--- src/rtl/core/utf16_to_utf8_text_filter_assert.svh ---
// Assertion macros for the UTF-16 to UTF-8 text filter.
// Included by the top level; compiles to nothing when SYNTH is defined.
`ifndef UTF16_TO_UTF8_TEXT_FILTER_ASSERT_SVH
`define UTF16_TO_UTF8_TEXT_FILTER_ASSERT_SVH

`ifndef SYNTH
// clocked assertion, muted while reset is high
`define U8TF_ASSERT(label, clk, rst, prop) \
   label: assert property (@(posedge clk) disable iff (rst) prop) \
      else $error("u8tf assertion failed");
// clocked assertion that also holds during reset
`define U8TF_ASSERT_ALWAYS(label, clk, prop) \
   label: assert property (@(posedge clk) prop) \
      else $error("u8tf assertion failed");
`else
`define U8TF_ASSERT(label, clk, rst, prop)
`define U8TF_ASSERT_ALWAYS(label, clk, prop)
`endif

`endif

--- src/rtl/core/u8tf_pkg.sv ---
// Shared types and constants of the UTF-16 to UTF-8 text filter.
// Used by the front end, the job queue, the back end and the top level.
package u8tf_pkg;

   // code point ranges
   localparam logic [20:0] HI_FIRST    = 21'h00D800;
   localparam logic [20:0] HI_LAST     = 21'h00DBFF;
   localparam logic [20:0] LO_FIRST    = 21'h00DC00;
   localparam logic [20:0] LO_LAST     = 21'h00DFFF;
   localparam logic [20:0] SUPP_BASE   = 21'h010000;
   localparam logic [20:0] PUA_FIRST   = 21'h00E000;
   localparam logic [20:0] PUA_LAST    = 21'h00F8FF;
   localparam logic [20:0] SPEC_FIRST  = 21'h00FFF0;
   localparam logic [20:0] SPEC_LAST   = 21'h00FFFF;
   localparam logic [20:0] SPACE_CP    = 21'h000020;
   localparam logic [20:0] C1_FIRST    = 21'h00007F;
   localparam logic [20:0] C1_LAST     = 21'h00009F;
   localparam logic [20:0] TWO_BYTE_CP = 21'h000080;
   localparam logic [20:0] THREE_BYTE_CP = 21'h000800;

   // UTF-8 byte of the space character
   localparam logic [7:0] SPACE_BYTE = 8'h20;

   // a job carries up to five bytes: an owed space plus a four-byte sequence
   localparam int JOB_BYTES = 5;
   localparam logic [2:0] JOB_MAX = 3'd5;

   // default queue depth between front and back end
   localparam int U8TF_QUEUE_DEPTH = 4;

   typedef struct packed {
      logic [JOB_BYTES-1:0][7:0] data;     // bytes in output order, entry 0 first
      logic [2:0]                count;    // number of results, 1..5
      logic                      present;  // 0 for a bare end mark
      logic                      last;     // job ends the string
   } job_type;

   typedef struct packed {
      logic    valid;
      job_type job;
   } queue_push_type;

endpackage

--- src/rtl/core/u8tf_queue.sv ---
// Small job queue between the front end and the back end.
// Depends on u8tf_pkg for the job type.
module u8tf_queue import u8tf_pkg::*; #(
   parameter int DEPTH = U8TF_QUEUE_DEPTH
) (
   input  logic           clock,
   input  logic           reset,
   input  queue_push_type push,
   output logic           push_ready,
   output logic           pop_valid,
   output job_type        pop_job,
   input  logic           pop
);

   localparam int PTR_W = (DEPTH > 1) ? $clog2(DEPTH) : 1;
   localparam int CNT_W = $clog2(DEPTH + 1);

   job_type            mem_ff [DEPTH];
   logic [PTR_W-1:0]   wr_ptr_ff, wr_ptr_in;
   logic [PTR_W-1:0]   rd_ptr_ff, rd_ptr_in;
   logic [CNT_W-1:0]   count_ff, count_in;
   logic               do_push, do_pop;

   assign push_ready = (count_ff != CNT_W'(DEPTH));
   assign pop_valid  = (count_ff != '0);
   assign pop_job    = mem_ff[rd_ptr_ff];
   assign do_push    = push.valid && push_ready;
   assign do_pop     = pop && pop_valid;

   // pointer and fill count update
   always_comb begin
      wr_ptr_in = wr_ptr_ff;
      rd_ptr_in = rd_ptr_ff;
      count_in  = count_ff;
      if (do_push) begin
         wr_ptr_in = (wr_ptr_ff == PTR_W'(DEPTH - 1)) ? '0 : wr_ptr_ff + PTR_W'(1);
      end
      if (do_pop) begin
         rd_ptr_in = (rd_ptr_ff == PTR_W'(DEPTH - 1)) ? '0 : rd_ptr_ff + PTR_W'(1);
      end
      if (do_push && !do_pop) begin
         count_in = count_ff + CNT_W'(1);
      end else if (do_pop && !do_push) begin
         count_in = count_ff - CNT_W'(1);
      end
   end

   always_ff @(posedge clock) begin
      if (reset) begin
         wr_ptr_ff <= '0;
         rd_ptr_ff <= '0;
         count_ff  <= '0;
      end else begin
         wr_ptr_ff <= wr_ptr_in;
         rd_ptr_ff <= rd_ptr_in;
         count_ff  <= count_in;
      end
   end

   // storage, no reset needed
   always_ff @(posedge clock) begin
      if (do_push) begin
         mem_ff[wr_ptr_ff] <= push.job;
      end
   end

endmodule

--- src/rtl/core/u8tf_front.sv ---
// Front end: accepts code units, pairs surrogates, filters spaces and
// encodes each code point into a job of UTF-8 bytes. Depends on u8tf_pkg.
module u8tf_front import u8tf_pkg::*; (
   input  logic           clock,
   input  logic           reset,
   input  logic           in_valid,
   output logic           in_ready,
   input  logic [15:0]    code_unit,
   input  logic           end_of_string,
   output queue_push_type push,
   input  logic           push_ready
);

   logic        high_held_ff, high_held_in;
   logic [9:0]  high_bits_ff, high_bits_in;
   logic        space_owed_ff, space_owed_in;
   logic        emitted_ff, emitted_in;

   logic        accept;
   logic        is_high, is_low, join_pair, emit_pt, is_space;
   logic [20:0] unit_cp, cp;
   logic [3:0][7:0] enc;
   logic [2:0]  enc_n;
   logic        put_space;
   job_type     job;

   // a unit is taken whenever the queue has room
   assign in_ready = push_ready;
   assign accept   = in_valid && in_ready;

   // classify the unit
   assign unit_cp   = {5'd0, code_unit};
   assign is_high   = (unit_cp >= HI_FIRST) && (unit_cp <= HI_LAST);
   assign is_low    = (unit_cp >= LO_FIRST) && (unit_cp <= LO_LAST);
   assign join_pair = high_held_ff && is_low;
   assign emit_pt   = join_pair || (is_high ? end_of_string : !is_low);
   assign cp        = join_pair ? (SUPP_BASE + {1'b0, high_bits_ff, code_unit[9:0]}) : unit_cp;

   assign is_space = (cp <= SPACE_CP)
                  || ((cp >= C1_FIRST) && (cp <= C1_LAST))
                  || ((cp >= PUA_FIRST) && (cp <= PUA_LAST))
                  || ((cp >= SPEC_FIRST) && (cp <= SPEC_LAST));

   // UTF-8 encoding of a non-space code point
   always_comb begin
      enc = '0;
      if (cp < TWO_BYTE_CP) begin
         enc[0] = cp[7:0];
         enc_n  = 3'd1;
      end else if (cp < THREE_BYTE_CP) begin
         enc[0] = {3'b110, cp[10:6]};
         enc[1] = {2'b10, cp[5:0]};
         enc_n  = 3'd2;
      end else if (cp < SUPP_BASE) begin
         enc[0] = {4'b1110, cp[15:12]};
         enc[1] = {2'b10, cp[11:6]};
         enc[2] = {2'b10, cp[5:0]};
         enc_n  = 3'd3;
      end else begin
         enc[0] = {5'b11110, cp[20:18]};
         enc[1] = {2'b10, cp[17:12]};
         enc[2] = {2'b10, cp[11:6]};
         enc[3] = {2'b10, cp[5:0]};
         enc_n  = 3'd4;
      end
   end

   assign put_space = emit_pt && !is_space && space_owed_ff;

   // build the job, an owed space goes first
   always_comb begin
      job         = '0;
      job.present = 1'b1;
      job.last    = end_of_string;
      if (emit_pt && !is_space) begin
         if (put_space) begin
            job.data[0]   = SPACE_BYTE;
            job.data[4:1] = enc;
            job.count     = enc_n + 3'd1;
         end else begin
            job.data[3:0] = enc;
            job.count     = enc_n;
         end
      end
      // final unit with no byte: bare end mark
      if (end_of_string && (job.count == 3'd0)) begin
         job.count   = 3'd1;
         job.present = 1'b0;
      end
   end

   assign push.valid = accept && (job.count != 3'd0);
   assign push.job   = job;

   // string state update
   always_comb begin
      high_held_in  = high_held_ff;
      high_bits_in  = high_bits_ff;
      space_owed_in = space_owed_ff;
      emitted_in    = emitted_ff;
      if (accept) begin
         if (end_of_string) begin
            high_held_in  = 1'b0;
            high_bits_in  = '0;
            space_owed_in = 1'b0;
            emitted_in    = 1'b0;
         end else begin
            high_held_in = is_high;
            if (is_high) begin
               high_bits_in = code_unit[9:0];
            end
            if (emit_pt && is_space) begin
               space_owed_in = space_owed_ff || emitted_ff;
            end else if (emit_pt) begin
               space_owed_in = 1'b0;
               emitted_in    = 1'b1;
            end
         end
      end
   end

   always_ff @(posedge clock) begin
      if (reset) begin
         high_held_ff  <= 1'b0;
         high_bits_ff  <= '0;
         space_owed_ff <= 1'b0;
         emitted_ff    <= 1'b0;
      end else begin
         high_held_ff  <= high_held_in;
         high_bits_ff  <= high_bits_in;
         space_owed_ff <= space_owed_in;
         emitted_ff    <= emitted_in;
      end
   end

endmodule

--- src/rtl/core/u8tf_back.sv ---
// Back end: takes jobs from the queue and sends their bytes one per cycle
// while out_ready is high, via a registered output. Depends on u8tf_pkg.
module u8tf_back import u8tf_pkg::*; (
   input  logic       clock,
   input  logic       reset,
   input  logic       job_valid,
   input  job_type    job,
   output logic       job_pop,
   output logic       out_valid,
   input  logic       out_ready,
   output logic [7:0] out_byte,
   output logic       byte_present,
   output logic       string_done
);

   logic       busy_ff, busy_in;
   job_type    job_ff, job_in;
   logic [2:0] idx_ff, idx_in;
   logic       valid_ff, valid_in;
   logic [7:0] byte_ff, byte_in;
   logic       present_ff, present_in;
   logic       done_ff, done_in;
   logic       load, final_byte, take;

   // output register loads from the held job whenever it is empty or being drained
   assign load       = busy_ff && (!valid_ff || out_ready);
   assign final_byte = (idx_ff == (job_ff.count - 3'd1));
   assign take       = !busy_ff || (load && final_byte);
   assign job_pop    = take && job_valid;

   // job register and byte index
   always_comb begin
      busy_in = busy_ff;
      job_in  = job_ff;
      idx_in  = idx_ff;
      if (take) begin
         busy_in = job_valid;
         job_in  = job;
         idx_in  = '0;
      end else if (load) begin
         idx_in = idx_ff + 3'd1;
      end
   end

   // output stage
   always_comb begin
      valid_in   = valid_ff;
      byte_in    = byte_ff;
      present_in = present_ff;
      done_in    = done_ff;
      if (load) begin
         valid_in   = 1'b1;
         byte_in    = job_ff.data[idx_ff];
         present_in = job_ff.present;
         done_in    = job_ff.last && final_byte;
      end else if (out_ready) begin
         valid_in = 1'b0;
      end
   end

   always_ff @(posedge clock) begin
      if (reset) begin
         busy_ff  <= 1'b0;
         idx_ff   <= '0;
         valid_ff <= 1'b0;
      end else begin
         busy_ff  <= busy_in;
         idx_ff   <= idx_in;
         valid_ff <= valid_in;
      end
   end

   always_ff @(posedge clock) begin
      job_ff     <= job_in;
      byte_ff    <= byte_in;
      present_ff <= present_in;
      done_ff    <= done_in;
   end

   assign out_valid    = valid_ff;
   assign out_byte     = byte_ff;
   assign byte_present = present_ff;
   assign string_done  = done_ff;

endmodule

--- src/rtl/core/utf16_to_utf8_text_filter.sv ---
// UTF-16 to UTF-8 text filter, top level.
// Input stream (req_): one UTF-16 code unit per transaction in req_tdata,
// req_tlast high on the final unit of a string.
// Output stream (rsp_): one UTF-8 byte per transaction in rsp_tdata;
// rsp_tuser is high when the byte carries data and low for a bare end
// mark; rsp_tlast marks the final transaction of a string.
// Surrogate pairs are joined; lone surrogates are dropped, except a high
// one on the final unit, which is encoded. Control, private-use and
// U+FFF0..U+FFFF code points read as spaces; space runs are collapsed
// and trimmed. A string always ends with exactly one rsp_tlast
// transaction. A unit's bytes pass through the job queue, the back end's
// job register and its output register; a unit yields 0 to 5 bytes. The
// back end sends one byte per cycle while rsp_tready is high. The front
// end takes a unit every cycle while the job queue (QUEUE_DEPTH entries)
// has room. Reset (synchronous, active high) empties the queue and output
// register and starts a new string. When rsp_tready is low the output
// holds, the queue fills, and req_tready drops once it is full.
`include "utf16_to_utf8_text_filter_assert.svh"

module utf16_to_utf8_text_filter import u8tf_pkg::*; #(
   parameter int QUEUE_DEPTH = U8TF_QUEUE_DEPTH
) (
   input  logic        clock,
   input  logic        reset,
   input  logic        req_tvalid,
   output logic        req_tready,
   input  logic [15:0] req_tdata,   // [15:0] code_unit
   input  logic        req_tlast,   // end_of_string
   output logic        rsp_tvalid,
   input  logic        rsp_tready,
   output logic [7:0]  rsp_tdata,   // [7:0] out_byte
   output logic        rsp_tuser,   // [0] byte_present
   output logic        rsp_tlast    // string_done
);

   queue_push_type push;
   logic           push_ready;
   logic           q_valid;
   job_type        q_job;
   logic           q_pop;

   u8tf_front u_front (
      .clock         (clock),
      .reset         (reset),
      .in_valid      (req_tvalid),
      .in_ready      (req_tready),
      .code_unit     (req_tdata),
      .end_of_string (req_tlast),
      .push          (push),
      .push_ready    (push_ready)
   );

   u8tf_queue #(
      .DEPTH (QUEUE_DEPTH)
   ) u_queue (
      .clock      (clock),
      .reset      (reset),
      .push       (push),
      .push_ready (push_ready),
      .pop_valid  (q_valid),
      .pop_job    (q_job),
      .pop        (q_pop)
   );

   u8tf_back u_back (
      .clock        (clock),
      .reset        (reset),
      .job_valid    (q_valid),
      .job          (q_job),
      .job_pop      (q_pop),
      .out_valid    (rsp_tvalid),
      .out_ready    (rsp_tready),
      .out_byte     (rsp_tdata),
      .byte_present (rsp_tuser),
      .string_done  (rsp_tlast)
   );

   // every final unit leaves a job behind
   `U8TF_ASSERT(a_last_pushes, clock, reset, (req_tvalid && req_tready && req_tlast) |-> push.valid)
   // queued jobs carry one to five results
   `U8TF_ASSERT(a_job_count, clock, reset, q_valid |-> (q_job.count != 3'd0 && q_job.count <= JOB_MAX))
   // a bare end mark is always the end of the string
   `U8TF_ASSERT(a_bare_is_last, clock, reset, (rsp_tvalid && !rsp_tuser) |-> rsp_tlast)
   // nothing leaves the output stage during or right after reset
   `U8TF_ASSERT_ALWAYS(a_reset_quiet, clock, $past(reset) |-> !rsp_tvalid)

endmodule
--- config.mk ---
export PLATFORM = sky130hd
export DESIGN_NAME = utf16_to_utf8_text_filter
export DESIGN_NICKNAME = d
export VERILOG_FILES = /design/src/rtl/core/u8tf_pkg.sv /design/src/rtl/core/u8tf_queue.sv /design/src/rtl/core/u8tf_front.sv /design/src/rtl/core/u8tf_back.sv /design/src/rtl/core/utf16_to_utf8_text_filter.sv
export VERILOG_INCLUDE_DIRS = /design/src /design/src/rtl/core
export SDC_FILE = /design/constraint.sdc
export NUM_CORES = 1
export LEC_CHECK = 0
export ABC_AREA = 1
export BUFFER_PORTS_ARGS = -buffer_cell sky130_fd_sc_hd__buf_2
export CAP_MARGIN = 20
export CORE_ASPECT_RATIO = 0.8
export CORE_UTILIZATION = 40
export CTS_CLUSTER_SIZE = 10
export DETAILED_ROUTE_END_ITERATION = 7
export MAX_ROUTING_LAYER = met4
export SYNTH_ARGS = -nofsm -noshare
export SYNTH_HDL_FRONTEND = slang
export SYNTH_SLANG_ARGS = --single-unit
export TNS_END_PERCENT = 50
--- constraint.sdc ---
create_clock -name clock -period 7.4 [get_ports clock]
set_input_delay 1.11 -clock clock [delete_from_list [all_inputs] [get_ports clock]]
set_output_delay 1.11 -clock clock [all_outputs]
set_load 0.02 [all_outputs]
==> impl_metrics.py, run 1 <==
metrics = {
    "timing": {
        "finalHoldViolations": 0,
        "maxSlewViolCount": 0,
        "skew_ns": 0.0208,
        "timing.final.ws_setup_ns": 2.87,
        "slew_headroom_pct": 45.0,
        "setup_viol": 0,
        "fin_hold_ws_ns": 0.415,
        "max_slew.worst_pin.slew_ns": 0.823,
        "max_freq_mhz": 221,
        "tns_ns": 0,
        "layout_worst_path_cycle_share_pct": 61.2,
        "period_minus_slack_ns": 4.53,
        "rsz0062_at_grt": "false",
    },
    "placed_design": {
        "place_congestion": 0.883,
        "dpl.hpwl_um": 16200,
        "port_buffers": 32,
        "pre_cts_ws_ns": 2.33,
    },
    "clock_network": {
        "ctsHoldBuffers": 0,
        "htreeDepth": 1,
        "cts_resized": 0,
        "cts_buffers": 28,
        "root_buffer": "clkbuf_16",
        "post_cts_buffers": 0,
        "clkSinkCount": 245,
        "clk_pin_slew_ns": 0.06,
        "cts.path.max_buffers": 3,
        "cts_tree": "done",
        "clkLatencyLatePin_ns": 0.55,
    },
    "drt": {
        "drcViolationCount": 0,
        "drt-total-wl_um": 24600,
        "routedWlPerCell_um": 18.6,
        "dr_wl_met2_um": 10400,
        "top_layer": "met4",
        "vias": 7010,
        "first_iter_violations": 700,
        "wl_met3_um": 1650,
        "avgViaCountPerCell": 5.29,
        "first_pass_iters": 5,
        "postRouteAntennaNets": 0,
        "wl_met1_um": 12100,
    },
    "global_routing": {
        "grt_max_degree": 62,
        "grt_pass1_vias": 6420,
        "antenna_found_initial": 1,
        "grt_pass1_wl_um": 38000,
        "grt_util_all_layers_pct": 19.0,
        "grt-ovfl-total": 0,
    },
    "synth": {
        "synth_cell_types": 49,
        "synth_cells": 921,
        "syn_area_per_cell_um2": 11.5,
        "syn_nets": 953,
        "synth.area.top_cells": "edfxtp_1 (62%), o21ai_0 (5.0%), dfxtp_1 (4.7%)",
        "ys_seq_elements": 245,
        "yosysTopAreaCellShare_pct": 62.4,
        "netlist_area_mm2": 0.0106,
        "seq_area_frac_synth_pct": 67.1,
        "ys_warn_count": 0,
        "synth.largest_area_cell": "edfxtp_1",
    },
    "floorplanning": {
        "initial_utilization_pct": 41.3,
        "core_mm2": 0.0256,
        "die_h_um": 148,
        "die_w_um": 184,
        "io_pins": 33,
        "die_area_mm2": 0.0271,
        "fp-row-count": 52,
    },
    "worst_setup_path": {
        "cp.arrival_ns": 4.74,
        "path_class": "in2reg",
        "cpMostUsedCell": "nand2_2",
        "endpoint_kind": "flip-flop",
        "crit_fanout": 22,
        "cp_top_family": "simple AND/OR/NAND/NOR gates",
        "crit_required_ns": 7.61,
        "cp-start-kind": "input port",
        "crit_path_top_delay_cell": "nor2_4",
        "crit_path_max_incr_delay_ns": 0.61,
        "path_cells": "buf_2, inv_2, nand2_2, nor2_8, nand4_1, nand2_1, nand2_2, nor2_4, nand4_2, nand2_2, nand2_2, ha_1, nand2_1, o21ai_1, o211ai_2, nand3_2, nand2_2, nor2_4, buf_4",
        "path_buf_inv": 3,
    },
    "layout": {
        "layout_common_cells": "edfxtp_1 (220), nor2_1 (124), o21ai_0 (105)",
        "nNetsFinal": 983,
        "drive_gt1_share_pct": 12.7,
        "syn_to_final_growth_pct": 13.1,
        "num_antenna_cells": 0,
        "final_util_pct": 46.7,
        "layout_commonest_cell": "edfxtp_1",
    },
    "pwr": {
        "ir_drop_mv": 0.170,
        "p_leak_uw": 0.00430,
        "p_per_area_mw_per_mm2": 346,
    },
    "job": {
        "max_cap_viol_count": 0,
    },
    "run_status": {
        "status": "complete, no violations",
    },
    "min_path": {
        "holdCritPathClass": "reg2reg",
    },
}
-- registers in the layout (all words and copies together), names as in the netlist --
register,flops
u_back.busy_ff,1
u_back.byte_present,1
u_back.idx_ff,3
u_back.job_ff,42
u_back.out_byte,8
u_back.out_valid,1
u_back.string_done,1
u_front.emitted_ff,1
u_front.high_bits_ff,10
u_front.high_held_ff,1
u_front.space_owed_ff,1
u_queue.count_ff,3
u_queue.mem_ff,168
u_queue.rd_ptr_ff,2
u_queue.wr_ptr_ff,2
-- layout make-up --
| class | instances | area [um2] |
|---|---|---|
| well taps | 351 | 439 |
| flip-flops and latches | 245 | 7110 |
| repair buffers | 42 | 235 |
| multi-input cells | 559 | 3070 |
| fillers | 2349 | 13700 |
| clock inverters | 2 | 60.1 |
| clock buffers | 50 | 783 |
| inverters | 75 | 282 |
-- final timing paths --
kind	to	slack, ns	depth (start not counted)	from
hold reg to reg	u_back.byte_present	0.41	0	u_back.job_ff[1]
setup reg to reg	u_queue.mem_ff[3][30]	3.13	16	u_front.high_bits_ff[6]
setup / recovery	u_queue.mem_ff[3][30]	2.87	19	req_tdata[13]
hold / removal	u_back.byte_present	0.41	0	u_back.job_ff[1]
-- metrics by stage --
stage	cells	total power, uW	cell area [um2]
6_report	1324	4150	12000
3_5_place_dp	1272	2920	11100
2_1_floorplan	921	2580	10600
3_3_place_gp	1272	2910	11100
5_1_grt	1324	4370	12000
4_1_cts	1324	4190	12000
-- cell families after synthesis --
| kind of cell | share of synthesized area, % |
|---|---|
| xor gates and xnor gates | 0.496 |
| DFF | 67.1 |
| buffers and inverters | 4.32 |
| AOI/OAI and AO/OA | 13.5 |
| and+or+nand+nor | 13.2 |
| adders and majority gates | 1.37 |
-- per-layer routing --
layer / vias up / track usage, %
met2: 231 / 26.8
met3: 36 / 2.88
met1: 3358 / 28.5
met5: - / -
li1: 3385 / -
met4: 0 / 4.46
-- cells in the mapped netlist, drive strengths merged --
cell and n:
nand3 32, clkinv 3, a21oi 47, a2111oi 1
o211ai 3, clkbuf 35, o2111ai 1, o221ai 2
nand4 15, nor4 2, a41oi 1, o31ai 6
buf 7, o21ai 113, a211oi 2, xor2 3
inv 72, a221o 7, o21a 1, nor3 3
nor2 136, edfxtp 220, ha 10, a31oi 1
dfxtp 25, fa 1, nand2 110, a22o 6
xnor2 3, o22ai 51, a311oi 1, a221oi 1
-- worst reg2reg max path: stages, from the launching register on --
cell	delay (ns)
dfxtp_1	0.35
ha_1	0.24
xnor2_1	0.25
a21oi_2	0.11
nor2_4	0.25
nand2_4	0.14
inv_2	0.29
nand2_2	0.22
nand2_2	0.13
ha_1	0.14
nand2_1	0.06
xnor2_1	0.27
o211ai_2	0.15
nand3_2	0.13
nand2_2	0.16
nor2_4	0.61
buf_4	0.44
-- where the power goes --
| part | switching, uW | leakage [uW] | internal, uW |
|---|---|---|---|
| clock network | 518 | 0.000397 | 747 |
| logic | 687 | 0.00159 | 264 |
| registers | 89.4 | 0.00231 | 1840 |
| total | 1290 | 0.00430 | 2860 |
Note: power is estimated with default switching activity, not from simulation.
==> run 2: changes to the inputs <==
Clock period 7.4 ns to 3.91 ns, I/O delays scaled along.
==> run 2 against run 1 <==
Against the previous run: non-clock buffer count rose by 21; sequential share of layout area decreased by 0.93 points; global-route usage increased by 0.83 points; sequential power increased by 88%; cell count is 1.6% higher; critical path depth is 3 higher; power is 87% higher; clock power is 83% higher; first-iteration DRC count is 8.1% lower; register-to-register slack worse by 2.7 ns; core utilization up 0.74 points; largest power group unchanged; highest routed layer unchanged.
==> impl_metrics.py, run 2 (synthesis gave the netlist of run 1 again) <==
metrics = {
    "drt": {
        "routedWlPerCell_um": 18.9,
        "first_pass_iters": 5,
        "vias": 7162,
        "drcViolationCount": 0,
        "first_iter_violations": 643,
        "avgViaCountPerCell": 5.32,
        "drt-total-wl_um": 25400,
        "postRouteAntennaNets": 0,
    },
    "timing": {
        "rsz0062_at_grt": "false",
        "maxSlewViolCount": 0,
        "layout_worst_path_cycle_share_pct": 89.3,
        "finalHoldViolations": 0,
        "slew_headroom_pct": 32.8,
        "max_freq_mhz": 286,
        "period_minus_slack_ns": 3.49,
        "skew_ns": 0.0178,
        "max_slew.worst_pin.slew_ns": 1.01,
        "setup_viol": 0,
        "fin_hold_ws_ns": 0.380,
    },
    "worst_setup_path": {
        "endpoint_kind": "flip-flop",
        "crit_path_top_delay_cell": "fa_1",
        "crit_required_ns": 4.33,
        "cp.arrival_ns": 3.91,
        "crit_path_max_incr_delay_ns": 0.37,
        "crit_fanout": 6,
        "cp_top_family": "adder cells",
        "path_cells": "ha_1, xnor2_1, a21oi_2, nor2_4, nand2_4, nor2_8, inv_2, nand2_2, ha_1, nand2_1, xnor2_1, o211ai_2, nand3_2, nand2_2, inv_1, ha_1, inv_1, fa_1, a21oi_1, o21ai_0, o21ai_0, a21oi_1",
        "path_buf_inv": 3,
        "cp-start-kind": "flip-flop",
        "path_class": "reg2reg",
        "cpMostUsedCell": "ha_1",
    },
    "placed_design": {
        "place_congestion": 0.929,
        "dpl.hpwl_um": 16100,
        "dp_cells": 1292,
        "port_buffers": 32,
    },
    "floorplanning": {
        "die_w_um": 184,
        "die_h_um": 148,
        "io_pins": 33,
        "initial_utilization_pct": 41.3,
        "fp-row-count": 52,
        "die_area_mm2": 0.0271,
        "core_mm2": 0.0256,
    },
    "layout": {
        "regMostFlops": "u_queue.mem_ff",
        "drive_gt1_share_pct": 14.6,
        "largest_reg_flops": 168,
        "instances_no_fill": 1345,
        "nNetsFinal": 1004,
        "layout_commonest_cell": "edfxtp_1",
        "top_regs": "u_queue.mem_ff (168), u_back.job_ff (42), u_front.high_bits_ff (10)",
        "layout_common_cells": "edfxtp_1 (220), nor2_1 (124), o21ai_0 (105)",
        "syn_to_final_growth_pct": 14.9,
        "num_antenna_cells": 0,
    },
    "global_routing": {
        "met2_usage_pct": 28.3,
        "grt_max_degree": 87,
        "use_met1_pct": 29.0,
        "antenna_found_initial": 0,
        "grt_pass1_wl_um": 39600,
        "grt-ovfl-total": 0,
        "busiest_layer": "met1",
        "met3_usage_pct": 3.52,
        "grt_util_all_layers_pct": 19.8,
        "grt_pass1_vias": 6755,
    },
    "pwr": {
        "p_per_area_mw_per_mm2": 639,
        "ir_drop_mv": 0.412,
        "p_leak_uw": 0.00440,
    },
    "clock_network": {
        "ctsHoldBuffers": 0,
        "clkLatencyLatePin_ns": 0.54,
        "post_cts_buffers": 0,
        "clk_pin_slew_ns": 0.07,
        "clkSinkCount": 245,
        "cts_buffers": 28,
        "cts_resized": 0,
        "cts_tree": "done",
        "root_buffer": "clkbuf_16",
        "cts.path.max_buffers": 3,
        "htreeDepth": 1,
    },
    "run_status": {
        "status": "complete, no violations",
    },
    "job": {
        "max_cap_viol_count": 0,
    },
    "min_path": {
        "holdCritPathClass": "in2reg",
    },
}
## run 2: final timing paths
| path | startpoint | cells after the start | slack, ns | to |
|---|---|---|---|---|
| hold reg to reg | u_back.job_ff[1] | 0 | 0.43 | u_back.byte_present |
| hold / removal | req_tdata[3] | 3 | 0.38 | u_front.high_bits_ff[3] |
| setup / recovery | u_front.high_bits_ff[6] | 22 | 0.42 | u_queue.count_ff[2] |
| setup reg to reg | u_front.high_bits_ff[6] | 22 | 0.42 | u_queue.count_ff[2] |
## run 2: layer usage
layer / share of wire (%) / wire length, um
met2: 43 / 11000
met4: 1.9 / 474
met1: 47 / 11900
met5: 0 / 0
met3: 7.7 / 1960
## run 2: layout make-up
class / instances / area (um2)
fill: 2359 / 13500
sequential: 245 / 7110
multi-input combinational: 559 / 3070
clock buffer: 51 / 797
timing repair buffer: 63 / 455
tap: 351 / 439
inverter: 75 / 282
clock inverter: 1 / 16.3
## run 2: power by group
part           internal [uW]  leakage (uW)  switching, uW  total, uW
sequential              3490       0.00231            128       3620
clock                   1360      0.000385            962       2320
combinational            536       0.00171           1300       1830
## run 2: worst min-delay path, delay by kind of cell
family	cells	cell delay (ns)
AND/OR/NAND/NOR	1	0.09
buffers and inverters	1	0.15
AO/OA/AOI/OAI	1	0.06
## run 2: metrics by stage
step / util, % / cell area [um2] / TNS, ns / worst slack (ns) / power, uW
3_3_place_gp: 44.3 / 11300 / 0 / 0.114 / 5490
6_report: 47.5 / 12200 / 0 / 0.418 / 7770
4_1_cts: 47.4 / 12200 / 0 / 0.356 / 7850
5_1_grt: 47.5 / 12200 / 0 / 0.0256 / 8210
3_5_place_dp: 44.3 / 11300 / 0 / 0.0600 / 5520
2_1_floorplan: - / 10600 / -117.25 / -0.698 / 4870
==> run 3: changes to the inputs <==
Clock period 3.91 ns to 4.19 ns, I/O delays scaled along.
==> run 3 against run 2 <==
Against the previous run: maximum frequency decreased by 4.3%; wire length decreased by 0.60%; power down 5.8%; register-to-register slack gained 0.12 ns; die area unchanged; clock skew is 0.0090 ns lower; clock-buffer cell count decreased by 1; sequential share of layout area is 0.39 points higher; highest routed layer unchanged; critical path type unchanged; via count down 1.5%; combinational power is 4% lower; core utilization is 0.31 points lower; final area fell by 0.66%; largest cell class unchanged.
==> impl_metrics.py, run 3 (synthesis gave the netlist of run 1 again) <==
metrics = {
    "worst_setup_path": {
        "ff2ff_path_depth": 22,
        "r2r_slack_ns": 0.54,
        "crit_required_ns": 4.61,
        "cpMostUsedCell": "ha_1",
        "endpoint_kind": "flip-flop",
        "path_cells": "ha_1, xnor2_1, a21oi_2, nor2_4, nand2_4, nor2_8, inv_2, nand2_2, ha_1, nand2_1, xnor2_1, o211ai_2, nand3_2, nand2_2, inv_1, ha_1, inv_1, fa_1, a21oi_1, o21ai_0, o21ai_0, a21oi_1",
        "cp_top_family": "adder cells",
        "cp-start-kind": "flip-flop",
        "crit_path_max_incr_delay_ns": 0.39,
        "reg2reg_from": "u_front.high_bits_ff[6]",
        "path_buf_inv": 3,
        "crit_fanout": 9,
        "path_class": "reg2reg",
        "crit_path_top_delay_cell": "fa_1",
        "cp.arrival_ns": 4.07,
        "reg2reg_to": "u_queue.count_ff[2]",
    },
    "drt": {
        "routedWlPerCell_um": 18.9,
        "first_iter_violations": 612,
        "drcViolationCount": 0,
        "first_pass_iters": 5,
        "avgViaCountPerCell": 5.28,
        "vias": 7054,
        "drt-total-wl_um": 25200,
        "postRouteAntennaNets": 0,
    },
    "timing": {
        "slew_headroom_pct": 41.4,
        "timing.final.ws_setup_ns": 0.542,
        "maxSlewViolCount": 0,
        "tns_ns": 0,
        "rsz0062_at_grt": "false",
        "period_minus_slack_ns": 3.65,
        "layout_worst_path_cycle_share_pct": 87.1,
        "skew_ns": 0.00873,
        "finalHoldViolations": 0,
        "setup_viol": 0,
        "max_freq_mhz": 274,
        "max_slew.worst_pin.slew_ns": 0.879,
    },
    "placed_design": {
        "post_dp_cell_area_mm2": 0.0113,
        "place_congestion": 0.891,
        "dpl.hpwl_um": 16400,
        "pre_cts_ws_ns": 0.181,
        "port_buffers": 32,
        "dp_cells": 1283,
    },
    "job": {
        "max_cap_viol_count": 0,
    },
    "layout": {
        "syn_to_final_growth_pct": 14.1,
        "largest_reg_flops": 168,
        "regArea_mm2": 0.00711,
        "instances_no_fill": 1336,
        "top_regs": "u_queue.mem_ff (168), u_back.job_ff (42), u_front.high_bits_ff (10)",
        "regMostFlops": "u_queue.mem_ff",
        "layout_commonest_cell": "edfxtp_1",
        "nNetsFinal": 994,
        "multi_input_area_mm2": 0.00307,
        "nFillCells": 2359,
        "fin_area_mm2": 0.0121,
        "layout_common_cells": "edfxtp_1 (220), nor2_1 (124), o21ai_0 (105)",
        "drive_gt1_share_pct": 13.7,
    },
    "clock_network": {
        "root_buffer": "clkbuf_16",
        "ctsHoldBuffers": 0,
        "cts_tree": "done",
        "htreeDepth": 1,
        "cts_buffers": 28,
        "cts_resized": 0,
        "clkSinkCount": 245,
        "clkLatencyLatePin_ns": 0.54,
        "cts.path.max_buffers": 3,
        "post_cts_buffers": 0,
        "clk_pin_slew_ns": 0.06,
    },
    "run_status": {
        "status": "complete, no violations",
    },
    "pwr": {
        "p_per_area_mw_per_mm2": 606,
        "p_leak_uw": 0.00435,
        "ir_drop_mv": 0.394,
        "power_uw": 7320,
    },
    "min_path": {
        "holdCritPathClass": "in2reg",
        "holdPathEnd": "u_front.high_bits_ff[9]",
        "hold_depth": 3,
        "hp-start": "req_tdata[9]",
    },
    "floorplanning": {
        "initial_utilization_pct": 41.3,
        "core_mm2": 0.0256,
        "io_pins": 33,
        "fp-row-count": 52,
        "die_h_um": 148,
        "die_w_um": 184,
        "die_area_mm2": 0.0271,
    },
    "global_routing": {
        "antenna_found_initial": 1,
        "grt_pass1_vias": 6446,
        "grt_max_degree": 87,
        "grt_pass1_wl_um": 38700,
        "grt-ovfl-total": 0,
        "grt_util_all_layers_pct": 19.4,
    },
}
## run 3: changes by cell type in the layout (fill, tap and decap cells not counted)
cell      delta
buf_4       -10
clkbuf_8     -1
diode_2      +1
inv_4        +1
## run 3: final cells by class
cell class | instances | share of cell area [%]
Sequential cell | 245 | 58.8
Multi-Input combinational cell | 559 | 25.4
Clock buffer | 50 | 6.48
Tap cell | 351 | 3.63
Timing Repair Buffer | 53 | 3.15
Inverter | 75 | 2.33
Clock inverter | 2 | 0.186
Antenna cell | 1 | 0.0207
## run 3: power breakdown
group / total [uW] / switching [uW] / internal [uW] / leakage [uW]
registers: 3390 / 134 / 3260 / 0.00231
logic: 1760 / 1260 / 499 / 0.00166
clock network: 2170 / 920 / 1250 / 0.000382
total: 7320 / 2310 / 5010 / 0.00435
## run 3: worst max path at each step
stage,start,to,slack [ns],depth (start not counted)
after floorplan,req_tdata[13],u_queue.mem_ff[3][0],-0.46,18
after global placement,req_tdata[13],u_queue.count_ff[2],0.24,26
after detailed placement,req_tdata[13],u_queue.count_ff[2],0.18,26
after CTS,u_front.high_bits_ff[6],u_queue.count_ff[2],0.53,22
after global routing,u_front.high_bits_ff[6],u_queue.count_ff[2],0.17,22
final,u_front.high_bits_ff[6],u_queue.count_ff[2],0.54,22
## run 3: metal layers
metal,GRT usage [%],vias up,wire [um]
met1,30.1,3318,12400
li1,-,3416,-
met5,-,-,0
met3,3.08,46,1790
met2,26.1,274,10400
met4,5.33,0,609
## run 3: through the flow
stage	hold slack (ns)	util (%)
2_1_floorplan	0.400	-
3_3_place_gp	0.428	44.0
3_5_place_dp	0.430	44.0
4_1_cts	0.389	47.1
5_1_grt	0.409	47.1
6_report	0.412	47.1
## run 3: worst register-to-register path: stages (launching register included)
cell and delay, ns:
dfxtp_1 0.35, ha_1 0.24, xnor2_1 0.26, a21oi_2 0.11
nor2_4 0.24, nand2_4 0.11, nor2_8 0.19, inv_2 0.06
nand2_2 0.08, ha_1 0.14, nand2_1 0.06, xnor2_1 0.25
o211ai_2 0.14, nand3_2 0.13, nand2_2 0.07, inv_1 0.06
ha_1 0.13, inv_1 0.07, fa_1 0.39, a21oi_1 0.15
o21ai_0 0.11, o21ai_0 0.16, a21oi_1 0.06
